==> src/rtl/core/assert_macros.svh <==
// ----------------------------------------------------------------------------
// Assertion macros
// Shared concurrent assertion shorthands for the RTL in this folder.
// ----------------------------------------------------------------------------
`ifndef ASSERT_MACROS_SVH
`define ASSERT_MACROS_SVH

// Same-cycle implication, disabled while reset is asserted.
`define ASSERT_IMP(lbl, clk, rst_n, ante, cons) \
  lbl: assert property (@(posedge clk) disable iff (!(rst_n)) (ante) |-> (cons)) \
    else $error("assertion lbl failed");

// Next-cycle implication, disabled while reset is asserted.
`define ASSERT_NXT(lbl, clk, rst_n, ante, cons) \
  lbl: assert property (@(posedge clk) disable iff (!(rst_n)) (ante) |=> (cons)) \
    else $error("assertion lbl failed");

`endif

==> src/rtl/core/ple_pkg.sv <==
// ----------------------------------------------------------------------------
// Positional list engine package
// Command codes, status codes and fixed field widths.
// ----------------------------------------------------------------------------
package ple_pkg;

  localparam int unsigned CmdW = 3;
  localparam int unsigned PosW = 6;
  localparam int unsigned ValW = 32;
  localparam int unsigned StW  = 3;

  // Command codes carried on the input beat.
  typedef enum logic [CmdW-1:0] {
    CMD_FRONT_INS = 3'd0,
    CMD_BACK_INS  = 3'd1,
    CMD_POS_INS   = 3'd2,
    CMD_DELETE    = 3'd3,
    CMD_SEARCH    = 3'd4,
    CMD_CLEAR     = 3'd5,
    CMD_FWD_READ  = 3'd6,
    CMD_REV_READ  = 3'd7
  } cmd_e;

  // Status codes returned on the result beat.
  localparam logic [StW-1:0] ST_OK       = 3'd0;
  localparam logic [StW-1:0] ST_RANGE    = 3'd1;
  localparam logic [StW-1:0] ST_EMPTY    = 3'd2;
  localparam logic [StW-1:0] ST_NOTFOUND = 3'd3;
  localparam logic [StW-1:0] ST_FULL     = 3'd4;

endpackage

==> src/rtl/core/ple_mem.sv <==
// ----------------------------------------------------------------------------
// Positional list element memory
// One write port and one read port with registered, enable-held read data.
// ----------------------------------------------------------------------------
module ple_mem #(
  parameter int unsigned Depth = 32,
  parameter int unsigned AddrW = 5,
  parameter int unsigned DataW = 32
) (
  input  logic             clk_i,
  input  logic             wr_en_i,
  input  logic [AddrW-1:0] wr_addr_i,
  input  logic [DataW-1:0] wr_data_i,
  input  logic             rd_en_i,
  input  logic [AddrW-1:0] rd_addr_i,
  output logic [DataW-1:0] rd_data_o
);

  logic [DataW-1:0] mem_q [Depth];
  logic [DataW-1:0] rd_data_q;

  // Write port.
  always_ff @(posedge clk_i) begin
    if (wr_en_i) begin
      mem_q[wr_addr_i] <= wr_data_i;
    end
  end

  // Read port; the data holds while no read is issued.
  always_ff @(posedge clk_i) begin
    if (rd_en_i) begin
      rd_data_q <= mem_q[rd_addr_i];
    end
  end

  assign rd_data_o = rd_data_q;

endmodule

==> src/rtl/core/positional_list_engine_top.sv <==
// ----------------------------------------------------------------------------
// Positional list engine
// Bounded ordered list of signed 32-bit values with insert, delete, search,
// clear and full read-out commands, driven by a sequencer over one memory.
// ----------------------------------------------------------------------------
// One command is taken at a time; in_ready_o is low while a command runs.
// All work goes through a single element memory with one read and one write
// port, so the cost is set by how many elements a command must move or visit.
// An insert or delete moves every element behind its position one by one, a
// search visits elements from the front until it hits or passes the end, and
// a read visits every element. Any command also waits while the result side
// stalls.
// A read returns one result beat per element with last_o on the final one;
// every other command returns a single beat with last_o set.
module positional_list_engine_top #(
  parameter int unsigned CAPACITY = 32
) (
  input  logic                     clk_i,
  input  logic                     rst_ni,
  input  logic                     in_valid_i,
  output logic                     in_ready_o,
  input  logic [ple_pkg::CmdW-1:0] cmd_i,
  input  logic [ple_pkg::PosW-1:0] position_i,
  input  logic signed [ple_pkg::ValW-1:0] value_i,
  output logic                     out_valid_o,
  input  logic                     out_ready_i,
  output logic [ple_pkg::StW-1:0]  status_o,
  output logic signed [ple_pkg::ValW-1:0] value_out_o,
  output logic [ple_pkg::PosW-1:0] position_out_o,
  output logic [ple_pkg::PosW-1:0] element_total_o,
  output logic                     last_o
);

  import ple_pkg::*;

  `include "assert_macros.svh"

  localparam int unsigned AW = (CAPACITY > 1) ? $clog2(CAPACITY) : 1;
  localparam int unsigned CW = $clog2(CAPACITY + 1);
  localparam int unsigned XW = ((CW > PosW) ? CW : PosW) + 1;

  typedef enum logic [2:0] {
    S_IDLE,
    S_INS,
    S_DEL,
    S_SRCH,
    S_READ,
    S_FIN
  } state_e;

  // Control state.
  state_e          state_q, state_d;
  logic [CW-1:0]   cnt_q, cnt_d;
  logic [AW-1:0]   idx_q, idx_d;
  logic [AW-1:0]   ptr_q, ptr_d;
  logic            more_q, more_d;
  logic            dv_q, dv_d;
  logic [AW-1:0]   k_q, k_d;
  logic [CW-1:0]   j_q, j_d;
  logic            rev_q, rev_d;
  logic            out_valid_q, out_valid_d;

  // Payload state.
  logic [ValW-1:0] val_q, val_d;
  logic [StW-1:0]  st_q, st_d;
  logic [PosW-1:0] found_q, found_d;
  logic [StW-1:0]  o_st_q, o_st_d;
  logic [ValW-1:0] o_val_q, o_val_d;
  logic [PosW-1:0] o_pos_q, o_pos_d;
  logic [PosW-1:0] o_tot_q, o_tot_d;
  logic            o_last_q, o_last_d;

  // Memory port signals.
  logic            mem_we;
  logic [AW-1:0]   mem_waddr;
  logic [ValW-1:0] mem_wdata;
  logic            mem_re;
  logic [AW-1:0]   mem_raddr;
  logic [ValW-1:0] mem_rdata;

  logic            in_acc;
  logic            out_free;
  logic [XW-1:0]   pos_x;
  logic [XW-1:0]   cnt_x;
  logic            full;
  logic [AW-1:0]   cnt_m1;
  logic [AW-1:0]   rd_idx;
  logic [CW-1:0]   k_p1;

  ple_mem #(
    .Depth (CAPACITY),
    .AddrW (AW),
    .DataW (ValW)
  ) u_mem (
    .clk_i     (clk_i),
    .wr_en_i   (mem_we),
    .wr_addr_i (mem_waddr),
    .wr_data_i (mem_wdata),
    .rd_en_i   (mem_re),
    .rd_addr_i (mem_raddr),
    .rd_data_o (mem_rdata)
  );

  assign in_ready_o = (state_q == S_IDLE);
  assign in_acc     = in_valid_i && in_ready_o;
  assign out_free   = !out_valid_q || out_ready_i;
  assign pos_x      = XW'(position_i);
  assign cnt_x      = XW'(cnt_q);
  assign full       = (cnt_q >= CW'(CAPACITY));
  assign cnt_m1     = AW'(cnt_q - CW'(1));
  assign rd_idx     = rev_q ? AW'(cnt_m1 - AW'(j_q)) : AW'(j_q);
  assign k_p1       = CW'(k_q) + CW'(1);

  // Sequencer: decodes a command, then walks the memory one element a cycle while the result side does not stall.
  always_comb begin
    state_d     = state_q;
    cnt_d       = cnt_q;
    idx_d       = idx_q;
    ptr_d       = ptr_q;
    more_d      = more_q;
    dv_d        = dv_q;
    k_d         = k_q;
    j_d         = j_q;
    rev_d       = rev_q;
    val_d       = val_q;
    st_d        = st_q;
    found_d     = found_q;
    out_valid_d = out_valid_q && !out_ready_i;
    o_st_d      = o_st_q;
    o_val_d     = o_val_q;
    o_pos_d     = o_pos_q;
    o_tot_d     = o_tot_q;
    o_last_d    = o_last_q;
    mem_we      = 1'b0;
    mem_waddr   = '0;
    mem_wdata   = mem_rdata;
    mem_re      = 1'b0;
    mem_raddr   = rd_idx;

    case (state_q)
      S_IDLE: begin
        if (in_acc) begin
          val_d   = value_i;
          st_d    = ST_OK;
          found_d = '0;
          dv_d    = 1'b0;
          j_d     = '0;
          state_d = S_FIN;
          case (cmd_e'(cmd_i))
            CMD_FRONT_INS: begin
              if (full) begin
                st_d = ST_FULL;
              end else begin
                idx_d   = '0;
                ptr_d   = cnt_m1;
                more_d  = (cnt_q != '0);
                state_d = S_INS;
              end
            end
            CMD_BACK_INS: begin
              if (full) begin
                st_d = ST_FULL;
              end else begin
                idx_d   = AW'(cnt_q);
                ptr_d   = cnt_m1;
                more_d  = 1'b0;
                state_d = S_INS;
              end
            end
            CMD_POS_INS: begin
              if (pos_x == '0 || pos_x > cnt_x + XW'(1)) begin
                st_d = ST_RANGE;
              end else if (full) begin
                st_d = ST_FULL;
              end else begin
                idx_d   = AW'(position_i - PosW'(1));
                ptr_d   = cnt_m1;
                more_d  = (pos_x <= cnt_x);
                state_d = S_INS;
              end
            end
            CMD_DELETE: begin
              if (pos_x == '0 || pos_x > cnt_x) begin
                st_d = ST_RANGE;
              end else begin
                ptr_d   = AW'(position_i);
                more_d  = (pos_x < cnt_x);
                state_d = S_DEL;
              end
            end
            CMD_SEARCH: begin
              if (cnt_q == '0) begin
                st_d = ST_EMPTY;
              end else begin
                rev_d   = 1'b0;
                state_d = S_SRCH;
              end
            end
            CMD_CLEAR: begin
              cnt_d = '0;
            end
            CMD_FWD_READ, CMD_REV_READ: begin
              if (cnt_q == '0) begin
                st_d = ST_EMPTY;
              end else begin
                rev_d   = (cmd_e'(cmd_i) == CMD_REV_READ);
                state_d = S_READ;
              end
            end
            default: begin
              st_d = ST_OK;
            end
          endcase
        end
      end

      // Shift elements up by one from the back, then place the new value.
      S_INS: begin
        if (dv_q) begin
          mem_we    = 1'b1;
          mem_waddr = AW'(k_q + AW'(1));
        end
        if (more_q) begin
          mem_re    = 1'b1;
          mem_raddr = ptr_q;
          dv_d      = 1'b1;
          k_d       = ptr_q;
          more_d    = (ptr_q != idx_q);
          ptr_d     = AW'(ptr_q - AW'(1));
        end else begin
          dv_d = 1'b0;
          if (!dv_q) begin
            mem_we    = 1'b1;
            mem_waddr = idx_q;
            mem_wdata = val_q;
            cnt_d     = CW'(cnt_q + CW'(1));
            state_d   = S_FIN;
          end
        end
      end

      // Shift the elements behind the deleted one down by one.
      S_DEL: begin
        if (dv_q) begin
          mem_we    = 1'b1;
          mem_waddr = AW'(k_q - AW'(1));
        end
        if (more_q) begin
          mem_re    = 1'b1;
          mem_raddr = ptr_q;
          dv_d      = 1'b1;
          k_d       = ptr_q;
          more_d    = (ptr_q != cnt_m1);
          ptr_d     = AW'(ptr_q + AW'(1));
        end else begin
          dv_d = 1'b0;
          if (!dv_q) begin
            cnt_d   = CW'(cnt_q - CW'(1));
            state_d = S_FIN;
          end
        end
      end

      // Compare each element read back against the key, front first.
      S_SRCH: begin
        if (dv_q && mem_rdata == val_q) begin
          st_d    = ST_OK;
          found_d = PosW'(k_p1);
          state_d = S_FIN;
        end else if (j_q < cnt_q) begin
          mem_re = 1'b1;
          dv_d   = 1'b1;
          k_d    = rd_idx;
          j_d    = CW'(j_q + CW'(1));
        end else if (!dv_q) begin
          st_d    = ST_NOTFOUND;
          state_d = S_FIN;
        end else begin
          dv_d = 1'b0;
        end
      end

      // Stream elements to the result register, one beat per element.
      S_READ: begin
        if (dv_q && out_free) begin
          out_valid_d = 1'b1;
          o_st_d      = ST_OK;
          o_val_d     = mem_rdata;
          o_pos_d     = PosW'(k_p1);
          o_tot_d     = PosW'(cnt_q);
          o_last_d    = rev_q ? (k_q == '0) : (k_q == cnt_m1);
          dv_d        = 1'b0;
          if (o_last_d) begin
            state_d = S_IDLE;
          end
        end
        if ((j_q < cnt_q) && (!dv_q || out_free)) begin
          mem_re = 1'b1;
          dv_d   = 1'b1;
          k_d    = rd_idx;
          j_d    = CW'(j_q + CW'(1));
        end
      end

      // Single result beat for every non-read command and for a read of an empty list.
      S_FIN: begin
        if (out_free) begin
          out_valid_d = 1'b1;
          o_st_d      = st_q;
          o_val_d     = '0;
          o_pos_d     = found_q;
          o_tot_d     = PosW'(cnt_q);
          o_last_d    = 1'b1;
          state_d     = S_IDLE;
        end
      end

      default: begin
        state_d = S_IDLE;
      end
    endcase
  end

  // Control registers.
  always_ff @(posedge clk_i or negedge rst_ni) begin
    if (!rst_ni) begin
      state_q     <= S_IDLE;
      cnt_q       <= '0;
      idx_q       <= '0;
      ptr_q       <= '0;
      more_q      <= 1'b0;
      dv_q        <= 1'b0;
      k_q         <= '0;
      j_q         <= '0;
      rev_q       <= 1'b0;
      out_valid_q <= 1'b0;
    end else begin
      state_q     <= state_d;
      cnt_q       <= cnt_d;
      idx_q       <= idx_d;
      ptr_q       <= ptr_d;
      more_q      <= more_d;
      dv_q        <= dv_d;
      k_q         <= k_d;
      j_q         <= j_d;
      rev_q       <= rev_d;
      out_valid_q <= out_valid_d;
    end
  end

  // Payload registers.
  always_ff @(posedge clk_i) begin
    val_q    <= val_d;
    st_q     <= st_d;
    found_q  <= found_d;
    o_st_q   <= o_st_d;
    o_val_q  <= o_val_d;
    o_pos_q  <= o_pos_d;
    o_tot_q  <= o_tot_d;
    o_last_q <= o_last_d;
  end

  assign out_valid_o     = out_valid_q;
  assign status_o        = o_st_q;
  assign value_out_o     = o_val_q;
  assign position_out_o  = o_pos_q;
  assign element_total_o = o_tot_q;
  assign last_o          = o_last_q;

  // Checks on the sequencer.
  `ASSERT_IMP(a_cnt_bound, clk_i, rst_ni, 1'b1, cnt_q <= CW'(CAPACITY))
  `ASSERT_NXT(a_busy_after_cmd, clk_i, rst_ni, in_acc, !in_ready_o)
  `ASSERT_IMP(a_wr_in_range, clk_i, rst_ni, mem_we, mem_waddr < AW'(CAPACITY - 1) ||
              mem_waddr == AW'(CAPACITY - 1))
  `ASSERT_NXT(a_del_count, clk_i, rst_ni, state_q == S_DEL,
              cnt_q == $past(cnt_q) || cnt_q + CW'(1) == $past(cnt_q))

endmodule

==> config.mk <==
export PLATFORM = sky130hd
export DESIGN_NAME = positional_list_engine_top
export DESIGN_NICKNAME = d
export VERILOG_FILES = /design/src/rtl/core/ple_pkg.sv /design/src/rtl/core/ple_mem.sv /design/src/rtl/core/positional_list_engine_top.sv
export VERILOG_INCLUDE_DIRS = /design/src /design/src/rtl/core
export SDC_FILE = /design/constraint.sdc
export NUM_CORES = 2
export LEC_CHECK = 0
export BUFFER_PORTS_ARGS = -buffer_cell sky130_fd_sc_hd__buf_2
export CORE_MARGIN = 5
export CORE_UTILIZATION = 60
export DETAILED_ROUTE_END_ITERATION = 10
export PLACE_DENSITY = 0.78
export SKIP_LAST_GASP = 1
export SLEW_MARGIN = 5
export SYNTH_ARGS = -nofsm -noshare
export SYNTH_HDL_FRONTEND = slang
export SYNTH_SLANG_ARGS = --single-unit
==> constraint.sdc <==
create_clock -name clk_i -period 5.64 [get_ports clk_i]
set_clock_uncertainty 0.05 [all_clocks]
set_input_delay 0.564 -clock clk_i [delete_from_list [all_inputs] [get_ports clk_i]]
set_output_delay 0.564 -clock clk_i [all_outputs]
set_load 0.005 [all_outputs]
Yosys cells after proc, flatten, opt, wreduce, memory -nomap -nowiden
Memories as Yosys holds them, arrays and structs flattened. A register that Yosys moved wholly into a read port is not among the register bits.
Index checks and enable logic that the tools add are counted.
W data, S select, Z words.

storage, ports and cells
  register bits after elaboration = 123
  RAM bits = 1024
  logic and storage cells = 244
  memories kept = 1

memory list
  name         depth  bits a word  read ports  clocked after Yosys merged registers in  wr ports  RTL line       source
  u_mem.mem_q  32     32           1           1                                        1         ple_mem.sv:19  logic [DataW-1:0] mem_q [Depth];

operators by class
  reductions and logical operators = 43
  equality and inequality tests = 49
  add/subtract/negate cells = 11
  order comparisons = 6
  mux-type cells = 116

operators by type and width
  kind                   number
  $mux W32               5
  $mux W5                21
  $mux W6                15
  $pmux W32 S2           1
  $mux W3                20
  $pmux W5 S3            4
  $ne A2 B2 Y1 const B   20
  $pmux W6 S2            3
  $pmux W6 S3            2
  $eq A32 B32 Y1         1
  $mux W1                30
  $pmux W3 S5            2
  $ne A3 B3 Y1 const B   8
  $reduce_and A7 Y1      3
  $eq A3 B3 Y1 const B   6
  $reduce_and A5 Y1      3
  $sub A5 B1 Y5 const B  3
  $add A6 B1 Y6 const B  2
  $eq A3 B2 Y1 const B   4
  $lt A6 B6 Y1           2
  $pmux W3 S2            2
  $pmux W3 S4            1
  $reduce_bool A3 Y1     4
  $add A5 B1 Y5 const B  2
  36 further kinds       61

Depth between registers and ports, before layout
  depth in word-level cells = 7
  depth in mapped cells = 17
  depth with buffers taken out = 13

Modules after synthesis
Synthesis repeated with hierarchy kept, for this count alone.

unflattened totals
  cells, all modules = 3027
  area, all modules = 48245.0 sq um

by module, submodules not included
  module                      seq. area each (sq um)  instances  cells each  area an instance (sq um)
  ple_mem                     31710.4                 1          2260        40812.9
  positional_list_engine_top  3523.4                  1          767         7432.1

Least setup slack after synthesis
No wires, ideal clock.

  kind = register to register
  from = register state_q[0]
  to = memory u_mem.mem_q[25][0], enable pin
  slack = 1.688 ns
  period minus slack after synthesis = 3.952 ns
  stages on the path, launching flop included = 10
  arrival = 3.481 ns
  required time = 5.169 ns
  cells stage by stage = dfrtp_1 inv_1 and3_1 clkbuf_1 inv_1 clkbuf_1 o22ai_1 a22o_1 or3_1 nor2_1

between the ends
  cells in the longest elaborated chain, start to end = 4
  elaborated cells on any way between the ends = 6
  classes of those cells = eq/ne: 2; mux: 4

ends and longest elaborated chain
  what                                          RTL line                           source
  start: declaration                            positional_list_engine_top.sv:52   state_e state_q, state_d;
  start signal: assignment                      positional_list_engine_top.sv:338  state_q <= state_d;
  $eq A3 B2 Y1 or $eq A3 B1 Y1 (tied branches)  positional_list_engine_top.sv:140  case (state_q)
  $pmux W1 S2                                   positional_list_engine_top.sv:140
  $mux W1                                       ple_mem.sv:24                      if (wr_en_i) begin
  $mux W1 (implied by the code)                 ple_mem.sv:25                      mem_q[wr_addr_i] <= wr_data_i;
  end: declaration                              ple_mem.sv:19

Several ways; a longest one is shown, not always the timed one.

Final worst setup path
  from = register cnt_q[0]
  to = register u_mem.rd_data_q[2], in the netlist u_mem.rd_data_o[2], read port of u_mem.mem_q (data pin)

between the ends
  cells in the longest elaborated chain, start to end = 5
  elaborated cells on any way between the ends = 11
  classes of those cells = add/sub: 2; order compare: 1; mux: 7; reduce/logical: 1

ends and longest elaborated chain
  what                      RTL line                                                              source
  start: declaration        positional_list_engine_top.sv:53                                      logic [CW-1:0] cnt_q, cnt_d;
  start signal: assignment  positional_list_engine_top.sv:339                                     cnt_q <= cnt_d;
  $sub A6 B1 Y6             n/a
  $sub A5 B5 Y5             positional_list_engine_top.sv:111                                     assign rd_idx = rev_q ? AW'(cnt_m1 - AW'(j_q)) : AW'(j_q);
  $mux W5                   positional_list_engine_top.sv:111
  $mux W5                   positional_list_engine_top.sv:223, positional_list_engine_top.sv:248
  $mux W5                   n/a
  end: declaration          ple_mem.sv:20                                                         logic [DataW-1:0] rd_data_q;

Several ways; a longest one is shown, not always the timed one.
A chain may end at the register's enable or synchronous reset.

==> qor.yml <==
outcome: "finished clean"
synth.distinct_cells: 70
fmax_ghz: 0.185
fin_area_sq_um: 54000
slew_viol_final: 0
cts_buffers: 111
worstMarginPinSlew_ps: 1210
use_met3: 0.0608
met1_usage: 0.415
slowest_stage: "nor4_1"
cts_tree: "done"
grt_max_degree: 91
syn_area_sq_um: 48000
timing_worst_setup_path_type: "flop to flop"
ys_warn_count: 0
hp-start: "value_i[16]"
crit_chain: "inv_1, ha_1, xnor2_1, inv_1, ha_1, xor2_1, mux2i_1, mux2_8, buf_4, mux4_2, a32o_1, nor4_1, nor4_1"
gp_congestion: 0.901
vias: 30748
drt-initial-drc-count: 4561
regToRegStartpoint: "cnt_q[0]$_DFFE_PN0P_"
r2r_end: "u_mem.rd_data_o[2]$_DFFE_PP_"
globalRouteTotalUtil: 0.298
synth_edf_count: 1145
start_util: 0.607
cp-end-kind: "flop"
cts.sink_count: 1179
grt_pass1_vias: 29771
post-route-period-util: 0.961
place_area_sq_um: 50400
die_w_um: 293
synth_cells: 3306
drt_wl_total_mm: 130
required_ps: 5970
synth-main-ff-cell: "edfxtp_1"
drc: 0
min_path_type: "primary input to flop"
async_flop_share: 0.0288
die_h_um: 293
antenna_found_initial: 1
avgRoutedWirePerCell_um: 28.5
reg2regPathDepth: 13
finalSetupViolations: 0
cp_max_fo: 70
row_count: 103
hold_depth: 1
worstHoldEndpoint: "val_q[16]$_DFFE_PP_"
via_per_inst: 6.73
ys_seq_area_frac: 0.734
coreArea_sq_um: 79100
area.growth.synth_to_final_pct: 12.5
grt-ovfl-total: 0
dp.cells: 4354
die_area_sq_um: 85800
final_common_cell: "edfxtp_1"
max_stage_delay_ps: 790
synth_seq_cells: 1179
reg2reg_setup_slack_ps: 220
antenna_left: 0
clkTransAtPathRegs_ps: 60
finalCriticalPeriod_ps: 5420
io_pins: 95
first_pass_iters: 6
dp_hpwl_mm: 74.4
relSlewSlack: 0.192
rsz0062_at_grt: "no"
cts_max_level: 3
use_met2: 0.476
io_buffers: 94
layout-drive-gt1-share: 0.141
arrival_ps: 5740
cts.path.max_buffers: 3
cts-root-buf: "clkbuf_16"
nNetsFinal: 3509
insertion_delay_ps: 680
top_usage_layer: "met2"
tns_ps: 0
start_kind: "flop"
max_cap_violations: 0
hold_viol: 0
grt_pass1_wl_mm: 192
syn_avg_cell_area_sq_um: 14.5
synth_nets: 3385
final_cell_mix: "edfxtp_1, nand2_1, nand3_1"
instances_no_fill: 4567
-- final cells by class --
type / count / area, sq um
clock buffers: 135 / 2900
clock inverters: 64 / 608
fillers: 4979 / 25100
flip-flops and latches: 1179 / 35200
well taps: 1050 / 1310
multi-input cells: 1904 / 12200
diodes: 1 / 2.50
inverters: 27 / 101
repair buffers: 207 / 1680
-- through the flow --
| stage | util | hold WS [ps] | setup slack (ps) |
|---|---|---|---|
| 2_1_floorplan | - | 218 | 1690 |
| 3_3_place_gp | 0.637 | 463 | 468 |
| 3_5_place_dp | 0.637 | 460 | 319 |
| 4_1_cts | 0.683 | 0.196 | 297 |
| 5_1_grt | 0.683 | 8.63 | 51.1 |
| 6_report | 0.683 | 22.0 | 221 |
-- metal layers --
layer / vias to the layer above / part of all wire
met5: - / 0
met4: 0 / 0.040
met3: 353 / 0.13
met2: 2519 / 0.48
met1: 15142 / 0.35
li1: 12734 / -
-- critical path, delay by kind of cell (launching register included) --
family	cells	cell delay, ps
compound gates	1	270
xor+xnor	2	420
fa+ha+maj	2	650
buf+inv	3	660
flops	1	660
mux	3	1370
simple gates	2	920
-- synth_stat cells, types with 24 or more instances --
cell / n / share of area
mux2i_1: 42 / 0.0088
a31oi_1: 67 / 0.0087
dfrtp_1: 34 / 0.018
and2_1: 35 / 0.0046
a21oi_1: 113 / 0.012
xnor2_1: 24 / 0.0044
nand2_1: 731 / 0.057
nor4_1: 71 / 0.0092
mux4_2: 94 / 0.044
nor2_1: 94 / 0.0073
edfxtp_1: 1145 / 0.72
buf_2: 41 / 0.0043
and3_1: 70 / 0.0091
a32o_1: 31 / 0.0065
nand3_1: 186 / 0.019
ha_1: 32 / 0.0083
inv_1: 27 / 0.0021
xor2_1: 43 / 0.0078
a211oi_1: 37 / 0.0058
o21ai_0: 44 / 0.0046
buf_1: 33 / 0.0026
clkbuf_1: 111 / 0.0087
o22ai_1: 38 / 0.0050
-- worst max-delay path by stage --
stage,slack [ps],start,endpoint,cells after the start
floorplan,1690,state_q[0]$_DFFE_PN0P_,u_mem.mem_q[25][0]$_DFFE_PP_,9
global placement,470,cnt_q[0]$_DFFE_PN0P_,u_mem.rd_data_o[17]$_DFFE_PP_,14
detailed placement,320,cnt_q[0]$_DFFE_PN0P_,u_mem.rd_data_o[17]$_DFFE_PP_,14
CTS,300,cnt_q[0]$_DFFE_PN0P_,u_mem.rd_data_o[17]$_DFFE_PP_,14
global route,50,cnt_q[0]$_DFFE_PN0P_,u_mem.rd_data_o[2]$_DFFE_PP_,14
finish,220,cnt_q[0]$_DFFE_PN0P_,u_mem.rd_data_o[2]$_DFFE_PP_,13
-- flip-flops by register name, indices dropped and copies added, names as in the netlist, 5 cells and up --
signal           cells
value_out_o         32
k_q                  5
u_mem.rd_data_o     32
element_total_o      6
idx_q                5
ptr_q                5
found_q              6
position_out_o       6
j_q                  6
val_q               32
u_mem.mem_q       1024
cnt_q                6
-- cells by family after synthesis --
group	Yosys count	synth area share
AO/OA/AOI/OAI	409	0.0546
XOR/XNOR	70	0.0132
adder cells (fa/ha/maj)	34	0.00917
buffers and inverters	223	0.0199
flip-flops	1179	0.734
multiplexers	139	0.0536
AND/OR/NAND/NOR	1252	0.116
-- timing repair --
action,CTS,global route
hold buffers,13,0
setup buffers,0,0
setup endpoints to repair,0,1
resized for setup,0,1
endpoints found under the hold margin,46,0
Power is not shown: default switching activity piles up to over one toggle a cycle in this logic, so the estimate is an artifact.
